File: config.mk
export PLATFORM = sky130hd
export DESIGN_NAME = c_punctuator_tokenizer
export DESIGN_NICKNAME = d
export VERILOG_FILES = /design/src/cpt_pkg.sv /design/src/cpt_front.sv /design/src/cpt_queue.sv /design/src/cpt_back.sv /design/src/c_punctuator_tokenizer.sv
export SDC_FILE = /design/constraint.sdc
export NUM_CORES = 1
export LEC_CHECK = 0
export BUFFER_PORTS_ARGS = -buffer_cell sky130_fd_sc_hd__buf_4
export CAP_MARGIN = 20
export CORE_ASPECT_RATIO = 0.75
export CORE_MARGIN = 3
export CORE_UTILIZATION = 54
export DETAILED_ROUTE_END_ITERATION = 6
export PLACE_DENSITY = 0.71
export SYNTH_ARGS = -nofsm -noshare
export SYNTH_HDL_FRONTEND = slang
export SYNTH_SLANG_ARGS = --single-unit
File: constraint.sdc
create_clock -name clk -period 9.7 [get_ports clk]
set_input_delay 1.94 -clock clk [delete_from_list [all_inputs] [get_ports clk]]
set_output_delay 1.94 -clock clk [all_outputs]
set_load 0.02 [all_outputs]
File: src/cpt_pkg.sv
package cpt_pkg;

    localparam int POS_BITS   = 16;
    localparam int CODE_W     = 6;
    localparam int LEN_W      = 2;
    localparam int BYTE_W     = 8;
    localparam int RES_W      = CODE_W + POS_BITS + LEN_W;
    localparam int OUT_DATA_W = ((RES_W + 7) / 8) * 8;
    localparam int QDEPTH     = 4;
    localparam int QPTR_W     = $clog2(QDEPTH);

    localparam logic [BYTE_W-1:0] CH_COMMA  = 8'h2C;
    localparam logic [BYTE_W-1:0] CH_SEMI   = 8'h3B;
    localparam logic [BYTE_W-1:0] CH_QUEST  = 8'h3F;
    localparam logic [BYTE_W-1:0] CH_COLON  = 8'h3A;
    localparam logic [BYTE_W-1:0] CH_TILDE  = 8'h7E;
    localparam logic [BYTE_W-1:0] CH_LPAREN = 8'h28;
    localparam logic [BYTE_W-1:0] CH_RPAREN = 8'h29;
    localparam logic [BYTE_W-1:0] CH_LBRACE = 8'h7B;
    localparam logic [BYTE_W-1:0] CH_RBRACE = 8'h7D;
    localparam logic [BYTE_W-1:0] CH_LBRACK = 8'h5B;
    localparam logic [BYTE_W-1:0] CH_RBRACK = 8'h5D;
    localparam logic [BYTE_W-1:0] CH_CARET  = 8'h5E;
    localparam logic [BYTE_W-1:0] CH_BANG   = 8'h21;
    localparam logic [BYTE_W-1:0] CH_EQ     = 8'h3D;
    localparam logic [BYTE_W-1:0] CH_AMP    = 8'h26;
    localparam logic [BYTE_W-1:0] CH_BAR    = 8'h7C;
    localparam logic [BYTE_W-1:0] CH_DOT    = 8'h2E;
    localparam logic [BYTE_W-1:0] CH_PLUS   = 8'h2B;
    localparam logic [BYTE_W-1:0] CH_MINUS  = 8'h2D;
    localparam logic [BYTE_W-1:0] CH_STAR   = 8'h2A;
    localparam logic [BYTE_W-1:0] CH_SLASH  = 8'h2F;
    localparam logic [BYTE_W-1:0] CH_PCT    = 8'h25;
    localparam logic [BYTE_W-1:0] CH_LT     = 8'h3C;
    localparam logic [BYTE_W-1:0] CH_GT     = 8'h3E;
    localparam logic [BYTE_W-1:0] CH_BSL    = 8'h5C;
    localparam logic [BYTE_W-1:0] CH_NL     = 8'h0A;
    localparam logic [BYTE_W-1:0] CH_0      = 8'h30;
    localparam logic [BYTE_W-1:0] CH_9      = 8'h39;

    typedef enum logic [4:0] {
        P_NONE, P_CARET, P_BANG, P_EQ, P_AMP, P_BAR, P_DOT, P_DOT2, P_PLUS,
        P_MINUS, P_STAR, P_SLASH, P_PCT, P_LT, P_LT2, P_GT, P_GT2, P_BSL
    } prefix_t;

    typedef enum logic [CODE_W-1:0] {
        T_COMMA, T_SEMI, T_QUEST, T_COLON, T_TILDE, T_LPAREN, T_RPAREN,
        T_LBRACE, T_RBRACE, T_LBRACK, T_RBRACK, T_CARET, T_CARET_EQ,
        T_BANG, T_BANG_EQ, T_EQ, T_EQ_EQ, T_AMP, T_AMP_EQ, T_AMP_AMP,
        T_BAR, T_BAR_EQ, T_BAR_BAR, T_DOT, T_ELLIPSIS, T_PLUS, T_PLUS_PLUS,
        T_PLUS_EQ, T_MINUS, T_ARROW, T_MINUS_MINUS, T_MINUS_EQ, T_STAR,
        T_STAR_EQ, T_SLASH, T_SLASH_EQ, T_PCT, T_PCT_EQ, T_LT, T_LT_EQ,
        T_SHL, T_SHL_EQ, T_GT, T_GT_EQ, T_SHR, T_SHR_EQ, T_NUMBER,
        T_COMMENT, T_OTHER, T_BAD_BSL, T_TWO_DOTS
    } tok_t;

    typedef enum logic [1:0] {
        EXT_NONE, EXT_DONE, EXT_LONGER, EXT_SPLICE
    } ext_kind_t;

    typedef struct packed {
        logic    hold;
        prefix_t pfx;
        tok_t    code;
    } fresh_t;

    typedef struct packed {
        ext_kind_t kind;
        tok_t      code;
        prefix_t   next;
    } ext_t;

    typedef struct packed {
        tok_t                code;
        logic [POS_BITS-1:0] pos;
        logic [LEN_W-1:0]    len;
    } result_t;

    typedef struct packed {
        logic    two;
        result_t r0;
        result_t r1;
    } entry_t;

    typedef struct packed {
        logic   valid;
        entry_t entry;
    } push_t;

    typedef struct packed {
        logic not_empty;
        logic full;
    } q_stat_t;

    function automatic fresh_t classify_fresh(input logic [BYTE_W-1:0] b);
        fresh_t f;
        f.hold = 1'b1;
        f.pfx  = P_NONE;
        f.code = T_OTHER;
        unique case (b)
            CH_COMMA:  begin f.hold = 1'b0; f.code = T_COMMA;  end
            CH_SEMI:   begin f.hold = 1'b0; f.code = T_SEMI;   end
            CH_QUEST:  begin f.hold = 1'b0; f.code = T_QUEST;  end
            CH_COLON:  begin f.hold = 1'b0; f.code = T_COLON;  end
            CH_TILDE:  begin f.hold = 1'b0; f.code = T_TILDE;  end
            CH_LPAREN: begin f.hold = 1'b0; f.code = T_LPAREN; end
            CH_RPAREN: begin f.hold = 1'b0; f.code = T_RPAREN; end
            CH_LBRACE: begin f.hold = 1'b0; f.code = T_LBRACE; end
            CH_RBRACE: begin f.hold = 1'b0; f.code = T_RBRACE; end
            CH_LBRACK: begin f.hold = 1'b0; f.code = T_LBRACK; end
            CH_RBRACK: begin f.hold = 1'b0; f.code = T_RBRACK; end
            CH_CARET:  f.pfx = P_CARET;
            CH_BANG:   f.pfx = P_BANG;
            CH_EQ:     f.pfx = P_EQ;
            CH_AMP:    f.pfx = P_AMP;
            CH_BAR:    f.pfx = P_BAR;
            CH_DOT:    f.pfx = P_DOT;
            CH_PLUS:   f.pfx = P_PLUS;
            CH_MINUS:  f.pfx = P_MINUS;
            CH_STAR:   f.pfx = P_STAR;
            CH_SLASH:  f.pfx = P_SLASH;
            CH_PCT:    f.pfx = P_PCT;
            CH_LT:     f.pfx = P_LT;
            CH_GT:     f.pfx = P_GT;
            CH_BSL:    f.pfx = P_BSL;
            default:   begin f.hold = 1'b0; f.code = T_OTHER; end
        endcase
        return f;
    endfunction

    function automatic ext_t extend_prefix(input prefix_t p, input logic [BYTE_W-1:0] b);
        ext_t e;
        e.kind = EXT_NONE;
        e.code = T_OTHER;
        e.next = P_NONE;
        unique case (p)
            P_CARET: if (b == CH_EQ) begin e.kind = EXT_DONE; e.code = T_CARET_EQ; end
            P_BANG:  if (b == CH_EQ) begin e.kind = EXT_DONE; e.code = T_BANG_EQ; end
            P_EQ:    if (b == CH_EQ) begin e.kind = EXT_DONE; e.code = T_EQ_EQ; end
            P_AMP:
            begin
                if (b == CH_EQ) begin e.kind = EXT_DONE; e.code = T_AMP_EQ; end
                if (b == CH_AMP) begin e.kind = EXT_DONE; e.code = T_AMP_AMP; end
            end
            P_BAR:
            begin
                if (b == CH_EQ) begin e.kind = EXT_DONE; e.code = T_BAR_EQ; end
                if (b == CH_BAR) begin e.kind = EXT_DONE; e.code = T_BAR_BAR; end
            end
            P_DOT:
            begin
                if (b == CH_DOT) begin e.kind = EXT_LONGER; e.next = P_DOT2; end
                if (b >= CH_0 && b <= CH_9) begin e.kind = EXT_DONE; e.code = T_NUMBER; end
            end
            P_DOT2:  if (b == CH_DOT) begin e.kind = EXT_DONE; e.code = T_ELLIPSIS; end
            P_PLUS:
            begin
                if (b == CH_PLUS) begin e.kind = EXT_DONE; e.code = T_PLUS_PLUS; end
                if (b == CH_EQ) begin e.kind = EXT_DONE; e.code = T_PLUS_EQ; end
            end
            P_MINUS:
            begin
                if (b == CH_GT) begin e.kind = EXT_DONE; e.code = T_ARROW; end
                if (b == CH_MINUS) begin e.kind = EXT_DONE; e.code = T_MINUS_MINUS; end
                if (b == CH_EQ) begin e.kind = EXT_DONE; e.code = T_MINUS_EQ; end
            end
            P_STAR:  if (b == CH_EQ) begin e.kind = EXT_DONE; e.code = T_STAR_EQ; end
            P_SLASH:
            begin
                if (b == CH_SLASH || b == CH_STAR)
                begin
                    e.kind = EXT_DONE;
                    e.code = T_COMMENT;
                end
                if (b == CH_EQ) begin e.kind = EXT_DONE; e.code = T_SLASH_EQ; end
            end
            P_PCT:   if (b == CH_EQ) begin e.kind = EXT_DONE; e.code = T_PCT_EQ; end
            P_LT:
            begin
                if (b == CH_LT) begin e.kind = EXT_LONGER; e.next = P_LT2; end
                if (b == CH_EQ) begin e.kind = EXT_DONE; e.code = T_LT_EQ; end
            end
            P_LT2:   if (b == CH_EQ) begin e.kind = EXT_DONE; e.code = T_SHL_EQ; end
            P_GT:
            begin
                if (b == CH_GT) begin e.kind = EXT_LONGER; e.next = P_GT2; end
                if (b == CH_EQ) begin e.kind = EXT_DONE; e.code = T_GT_EQ; end
            end
            P_GT2:   if (b == CH_EQ) begin e.kind = EXT_DONE; e.code = T_SHR_EQ; end
            P_BSL:   if (b == CH_NL) e.kind = EXT_SPLICE;
            default: e.kind = EXT_NONE;
        endcase
        return e;
    endfunction

    function automatic tok_t flush_code(input prefix_t p);
        tok_t c;
        unique case (p)
            P_CARET: c = T_CARET;
            P_BANG:  c = T_BANG;
            P_EQ:    c = T_EQ;
            P_AMP:   c = T_AMP;
            P_BAR:   c = T_BAR;
            P_DOT:   c = T_DOT;
            P_DOT2:  c = T_TWO_DOTS;
            P_PLUS:  c = T_PLUS;
            P_MINUS: c = T_MINUS;
            P_STAR:  c = T_STAR;
            P_SLASH: c = T_SLASH;
            P_PCT:   c = T_PCT;
            P_LT:    c = T_LT;
            P_LT2:   c = T_SHL;
            P_GT:    c = T_GT;
            P_GT2:   c = T_SHR;
            P_BSL:   c = T_BAD_BSL;
            default: c = T_COMMA;
        endcase
        return c;
    endfunction

    function automatic logic [LEN_W-1:0] flush_len(input prefix_t p);
        logic [LEN_W-1:0] l;
        unique case (p)
            P_NONE:                l = 2'd0;
            P_DOT2, P_LT2, P_GT2:  l = 2'd2;
            default:               l = 2'd1;
        endcase
        return l;
    endfunction

endpackage

File: src/cpt_front.sv
module cpt_front (
    input  logic                       clk,
    input  logic                       rst_n,
    input  logic                       in_valid,
    output logic                       in_ready,
    input  logic [cpt_pkg::BYTE_W-1:0] in_byte,
    input  logic                       in_end,
    input  cpt_pkg::q_stat_t           q_stat,
    output cpt_pkg::push_t             push
);

    cpt_pkg::prefix_t                pend_reg, pend_next;
    logic [cpt_pkg::POS_BITS-1:0]    pstart_reg, pstart_next;
    logic [cpt_pkg::POS_BITS-1:0]    pos_reg, pos_next;
    logic                            accept;
    cpt_pkg::fresh_t                 fr;
    cpt_pkg::ext_t                   ex;
    cpt_pkg::result_t                flush_res;
    cpt_pkg::result_t                fresh_res;
    logic                            n_any;

    assign in_ready = !q_stat.full;
    assign accept   = in_valid && in_ready;

    always_comb
    begin
        fr = cpt_pkg::classify_fresh(in_byte);
        ex = cpt_pkg::extend_prefix(pend_reg, in_byte);

        flush_res.code = cpt_pkg::flush_code(pend_reg);
        flush_res.pos  = pstart_reg;
        flush_res.len  = cpt_pkg::flush_len(pend_reg);

        fresh_res.code = fr.code;
        fresh_res.pos  = pos_reg;
        fresh_res.len  = 2'd1;

        pend_next   = pend_reg;
        pstart_next = pstart_reg;
        pos_next    = pos_reg;
        n_any       = 1'b0;
        push.entry.two = 1'b0;
        push.entry.r0  = flush_res;
        push.entry.r1  = fresh_res;

        if (in_end)
        begin
            n_any     = (pend_reg != cpt_pkg::P_NONE);
            pend_next = cpt_pkg::P_NONE;
        end
        else
        begin
            pos_next = pos_reg + 1'b1;
            if (pend_reg == cpt_pkg::P_NONE)
            begin
                if (fr.hold)
                begin
                    pend_next   = fr.pfx;
                    pstart_next = pos_reg;
                end
                else
                begin
                    n_any         = 1'b1;
                    push.entry.r0 = fresh_res;
                end
            end
            else
            begin
                unique case (ex.kind)
                    cpt_pkg::EXT_DONE:
                    begin
                        n_any              = 1'b1;
                        push.entry.r0.code = ex.code;
                        push.entry.r0.len  = flush_res.len + 2'd1;
                        pend_next          = cpt_pkg::P_NONE;
                    end
                    cpt_pkg::EXT_LONGER: pend_next = ex.next;
                    cpt_pkg::EXT_SPLICE: pend_next = cpt_pkg::P_NONE;
                    default:
                    begin
                        // emit the shorter token, then treat the byte afresh
                        n_any     = 1'b1;
                        pend_next = cpt_pkg::P_NONE;
                        if (fr.hold)
                        begin
                            pend_next   = fr.pfx;
                            pstart_next = pos_reg;
                        end
                        else
                        begin
                            push.entry.two = 1'b1;
                        end
                    end
                endcase
            end
        end
        push.valid = accept && n_any;
    end

    always_ff @(posedge clk or negedge rst_n)
    begin
        if (!rst_n)
        begin
            pend_reg   <= cpt_pkg::P_NONE;
            pstart_reg <= '0;
            pos_reg    <= '0;
        end
        else if (accept)
        begin
            pend_reg   <= pend_next;
            pstart_reg <= pstart_next;
            pos_reg    <= pos_next;
        end
    end

endmodule

File: src/cpt_queue.sv
module cpt_queue (
    input  logic              clk,
    input  logic              rst_n,
    input  cpt_pkg::push_t    push,
    input  logic              pop,
    output cpt_pkg::q_stat_t  q_stat,
    output cpt_pkg::entry_t   head
);

    cpt_pkg::entry_t                mem_reg [cpt_pkg::QDEPTH];
    logic [cpt_pkg::QPTR_W-1:0]     wr_ptr_reg, rd_ptr_reg;
    logic [cpt_pkg::QPTR_W:0]       count_reg, count_next;
    logic                           do_pop;

    assign q_stat.not_empty = (count_reg != '0);
    assign q_stat.full      = (count_reg == (cpt_pkg::QPTR_W+1)'(cpt_pkg::QDEPTH));
    assign head             = mem_reg[rd_ptr_reg];
    assign do_pop           = pop && q_stat.not_empty;

    always_comb
    begin
        count_next = count_reg;
        if (push.valid && !do_pop)
            count_next = count_reg + 1'b1;
        else if (!push.valid && do_pop)
            count_next = count_reg - 1'b1;
    end

    always_ff @(posedge clk or negedge rst_n)
    begin
        if (!rst_n)
        begin
            wr_ptr_reg <= '0;
            rd_ptr_reg <= '0;
            count_reg  <= '0;
        end
        else
        begin
            if (push.valid)
                wr_ptr_reg <= wr_ptr_reg + 1'b1;
            if (do_pop)
                rd_ptr_reg <= rd_ptr_reg + 1'b1;
            count_reg <= count_next;
        end
    end

    always_ff @(posedge clk)
    begin
        if (push.valid)
            mem_reg[wr_ptr_reg] <= push.entry;
    end

endmodule

File: src/cpt_back.sv
module cpt_back (
    input  logic                           clk,
    input  logic                           rst_n,
    input  cpt_pkg::q_stat_t               q_stat,
    input  cpt_pkg::entry_t                head,
    output logic                           pop,
    output logic                           m_axis_tvalid,
    input  logic                           m_axis_tready,
    output logic [cpt_pkg::OUT_DATA_W-1:0] m_axis_tdata,
    output logic                           m_axis_tlast
);

    logic             second_reg, second_next;
    logic             out_xfer;
    cpt_pkg::result_t cur;

    assign m_axis_tvalid = q_stat.not_empty;
    assign out_xfer      = m_axis_tvalid && m_axis_tready;
    assign cur           = second_reg ? head.r1 : head.r0;
    assign m_axis_tlast  = second_reg || !head.two;
    assign pop           = out_xfer && m_axis_tlast;

    always_comb
    begin
        m_axis_tdata = '0;
        m_axis_tdata[cpt_pkg::CODE_W-1:0] = cur.code;
        m_axis_tdata[cpt_pkg::CODE_W +: cpt_pkg::POS_BITS] = cur.pos;
        m_axis_tdata[cpt_pkg::CODE_W + cpt_pkg::POS_BITS +: cpt_pkg::LEN_W] = cur.len;
    end

    always_comb
    begin
        second_next = second_reg;
        if (out_xfer)
            second_next = !m_axis_tlast;
    end

    always_ff @(posedge clk or negedge rst_n)
    begin
        if (!rst_n)
            second_reg <= 1'b0;
        else
            second_reg <= second_next;
    end

endmodule

File: src/c_punctuator_tokenizer.sv
// A result is written into the queue when the byte that completes it is accepted, then offered.
// Throughput: one byte per cycle while the queue is not full; an entry with two results leaves
// as two transfers; a four-entry queue between classifier and output absorbs the difference.
// Reset (rst_n low, asynchronous): no prefix pending, positions zero, queue empty.
module c_punctuator_tokenizer (
    input  logic                           clk,
    input  logic                           rst_n,
    input  logic                           s_axis_tvalid,
    output logic                           s_axis_tready,
    input  logic [7:0]                     s_axis_tdata,   // byte_in
    input  logic                           s_axis_tuser,   // end_of_input
    output logic                           m_axis_tvalid,
    input  logic                           m_axis_tready,
    // token_code[5:0], start_pos[21:6], token_len[23:22]
    output logic [cpt_pkg::OUT_DATA_W-1:0] m_axis_tdata,
    output logic                           m_axis_tlast    // last_result
);

    cpt_pkg::push_t   push;
    cpt_pkg::q_stat_t q_stat;
    cpt_pkg::entry_t  head;
    logic             pop;

    cpt_front u_front (
        .clk      (clk),
        .rst_n    (rst_n),
        .in_valid (s_axis_tvalid),
        .in_ready (s_axis_tready),
        .in_byte  (s_axis_tdata),
        .in_end   (s_axis_tuser),
        .q_stat   (q_stat),
        .push     (push)
    );

    cpt_queue u_queue (
        .clk    (clk),
        .rst_n  (rst_n),
        .push   (push),
        .pop    (pop),
        .q_stat (q_stat),
        .head   (head)
    );

    cpt_back u_back (
        .clk           (clk),
        .rst_n         (rst_n),
        .q_stat        (q_stat),
        .head          (head),
        .pop           (pop),
        .m_axis_tvalid (m_axis_tvalid),
        .m_axis_tready (m_axis_tready),
        .m_axis_tdata  (m_axis_tdata),
        .m_axis_tlast  (m_axis_tlast)
    );

    // first result of a pair leaves its partner waiting
    a_pair_holds: assert property (@(posedge clk) disable iff (!rst_n)
        m_axis_tvalid && m_axis_tready && !m_axis_tlast |=> m_axis_tvalid)
        else $error("second result of a pair missing");

    a_no_push_full: assert property (@(posedge clk) disable iff (!rst_n)
        push.valid |-> s_axis_tready)
        else $error("queue written while full");

    a_len_nonzero: assert property (@(posedge clk) disable iff (!rst_n)
        m_axis_tvalid |-> m_axis_tdata[cpt_pkg::CODE_W + cpt_pkg::POS_BITS +: cpt_pkg::LEN_W] != '0)
        else $error("token with zero length");

    a_stat_sane: assert property (@(posedge clk) disable iff (!rst_n)
        !(q_stat.full && !q_stat.not_empty))
        else $error("queue full and empty");

endmodule
==> results.md <==
* Setup TNS at 0 ns
* # H-tree levels at 1
* Synth area leader: edfxtp_1
* Top_reg_cell synth: edfxtp_1
* Achievable Freq at 208 MHz
* Chip Width at 170 µm
* RePlAce Congestion at 0.999
* Top cells by area, synth: edfxtp_1, dfrtp_1, mux4_2, mux2_2, ha_1
* Crit path cell chain: buf_4, or3b_1, nor3_1, a21boi_1, and3_1, o21ai_0, a21oi_1, ha_1, inv_1, fa_1, xor2_1, nor2_1, xor2_1
* Worst-Margin Slew at 0.982 ns
* Met2 WL post-DR at 10200 µm
* # nets final at 776
* Pre-antenna DRT Iters at 5
* CP Max Fanout at 11
* Mapped Avg Cell Area at 15.0 µm²
* Leak Pwr at 4.22 nW
* Synthesized flop and latch total at 229
* Cell area power density at 248 nW/µm²
* ANT cells at 0
* Core Region at 19500 µm²
* Max-cap check violation count at 0
* CTS Hold Bufs at 0
* Max reg flops at 184
* DP Cell Count at 979
* Tot Pwr at 2.96 mW
* Top delay family on crit path: simple AND/OR/NAND/NOR gates
* Routed len/inst at 23.9 µm
* Yosys warnings at 0
* Tmin final at 4.81 ns
* M1 wire length at 11600 µm
* Final hold slack at 0.486 ns
* Commonest non-fill, non-tap cell in the layout: edfxtp_1
* Most frequent cells in the layout: edfxtp_1, buf_4, mux2_2, mux4_2, dfrtp_1
* Worst setup EP type: register
* Required @ worst endpoint at 10.11 ns
* Area growth from synthesis to layout at 10.3%
* Design area at 12000 µm²
* Non-Filler Instances at 1014
* Gate Count Post-Synth at 722
* Setup bufs post-CTS at 0
* DRC violations left at 0
* Sequential-to-total area share from yosys stat at 61.3%
* Total number of vias at 6461
* Num ports at 40
* Crit path buf inv count at 2
* CTS tree: yes
* TritonCTS Buffers at 21
* GRT Total Usage at 22.4%
* Final clock period utilization by the worst path at 49.6%
* Initial antenna violation count at 0
* Input/output buffers at 39
* Root Buffer Master: clkbuf_16
* Die Y at 129 µm
* Post-synth ARST share at 19.7%
* Crit path kind: input port to register
* Most common cell on crit path: xor2_1
* Die area at 21800 µm²
* Crit-path max cell delay at 0.53 ns
* Placed Area at 11300 µm²
* Reg2Reg Depth at 11
* Final ANT Viol Nets at 0
* CP arrival at 5.22 ns
* Clk_lat worst skew at 0.49 ns
* First-pass GRT wire length at 37600 µm
* Gr ovfl total at 0
* Synth Net Count at 749
* EDFF count, synth at 184
* CP startpoint kind: input port
* Slowest-stage cell, CP: a21oi_1
* Layout cell share with drive strength beyond 1 at 26.9%
* Synth top area share at 50.9%
* Rel. slew slack at 34.5%
* Final setup viols at 0
* CTS sink count at 229
* Vias in the first global route at 6341
* Max clock buf depth at 3
* Fin. Hold Viols at 0
* Rows at 44
* Hold Path Depth at 2
* Maximum number of pins on one net before global-route repair at 49
* Final wirelength at 24200 µm
* Vias/cell at 6.37
* Status: finished, final reports clean
* Initial Util at 55.5%
* Worst-path clk slew at 0.07 ns
* Detail Placement HPWL at 15700 µm
* Yosys cell types at 83
* Post-Syn Area at 10800 µm²
* Worst hold-check path type: register to register
* Final Slew Violations at 0
* Worst Skew at 0.0189 ns
* WL met3 at 2210 µm
* Drt initial violations at 757
* DR top layer: met4
* RSZ-0062 raised after global routing: no
* Post-CTS sizing at 0
* Worst path depth at 13
* VDD IR-drop max at 0.406 mV
==> Yosys cell counts (all sizes together), types with 7 or more instances <==
library cell,n
mux4,46
xor2,9
inv,16
and2,10
mux2,56
o21ai,22
a21oi,23
nor2b,12
nor2,30
buf,17
nand3,18
edfxtp,184
clkbuf,29
nand4,9
nand2,38
ha,13
nand2b,7
dfrtp,45
nor3,9
xnor2,14
==> per-stage QoR <==
| step | utilization [%] | setup slack (ns) |
|---|---|---|
| CTS | 61.2 | 4.96 |
| detailed placement | 58.0 | 4.46 |
| finish | 61.2 | 4.89 |
| global route | 61.2 | 4.66 |
| floorplan | - | 4.54 |
| global placement | 58.0 | 4.68 |
==> cell type report <==
class | count | area [µm²]
inverter | 17 | 63.8
clock inverter | 11 | 83.8
timing repair buffer | 50 | 375
sequential | 229 | 6660
multi-input combinational | 430 | 3930
tap | 253 | 317
clock buffer | 24 | 547
fill | 1441 | 7570
==> kinds of logic (layout without fill, tap and decap cells) <==
| logic type | after synthesis | in the layout | share of synthesized area (%) |
|---|---|---|---|
| xor+xnor | 23 | 23 | 1.86 |
| compound gates | 114 | 114 | 7.46 |
| buf+inv | 63 | 102 | 2.54 |
| simple gates | 176 | 176 | 9.34 |
| fa+ha+maj | 14 | 14 | 1.68 |
| flops | 229 | 229 | 61.3 |
| mux | 103 | 103 | 15.8 |
==> final timing paths <==
path | slack, ns | end | startpoint
hold reg to reg | 0.49 | u_back.second_reg$_DFFE_PN0P_ | u_back.second_reg$_DFFE_PN0P_
setup reg to reg | 5.40 | u_queue.count_reg[1]$_DFFE_PN0P_ | u_front.pend_reg[1]$_DFFE_PN0P_
hold / removal | 0.49 | u_back.second_reg$_DFFE_PN0P_ | u_back.second_reg$_DFFE_PN0P_
min in group asynchronous | 1.49 | u_front.pend_reg[1]$_DFFE_PN0P_ | rst_n
setup / recovery | 4.89 | u_queue.count_reg[2]$_DFFE_PN0P_ | s_axis_tdata[5]
max in group asynchronous | 7.72 | u_queue.rd_ptr_reg[0]$_DFFE_PN0P_ | rst_n
==> power breakdown <==
group | leakage, nW | internal, mW | total, mW | switching (mW)
Clock | 0.315 | 0.430 | 0.761 | 0.331
Sequential | 2.29 | 1.22 | 1.34 | 0.127
Combinational | 1.62 | 0.425 | 0.859 | 0.435
==> layer usage <==
metal	vias to the layer above	global-route usage, %
met5	-	0
met4	0	3.37
met3	19	5.04
met2	238	30.5
met1	3311	37.6
li1	2893	-
==> worst min-delay path, delay by kind of cell (launching register included) <==
kind	cells	cell delay, ns
AOI/OAI and AO/OA	1	0.06
DFF	1	0.35
and+or+nand+nor	1	0.04
Note: power is estimated with default switching activity, not from simulation.
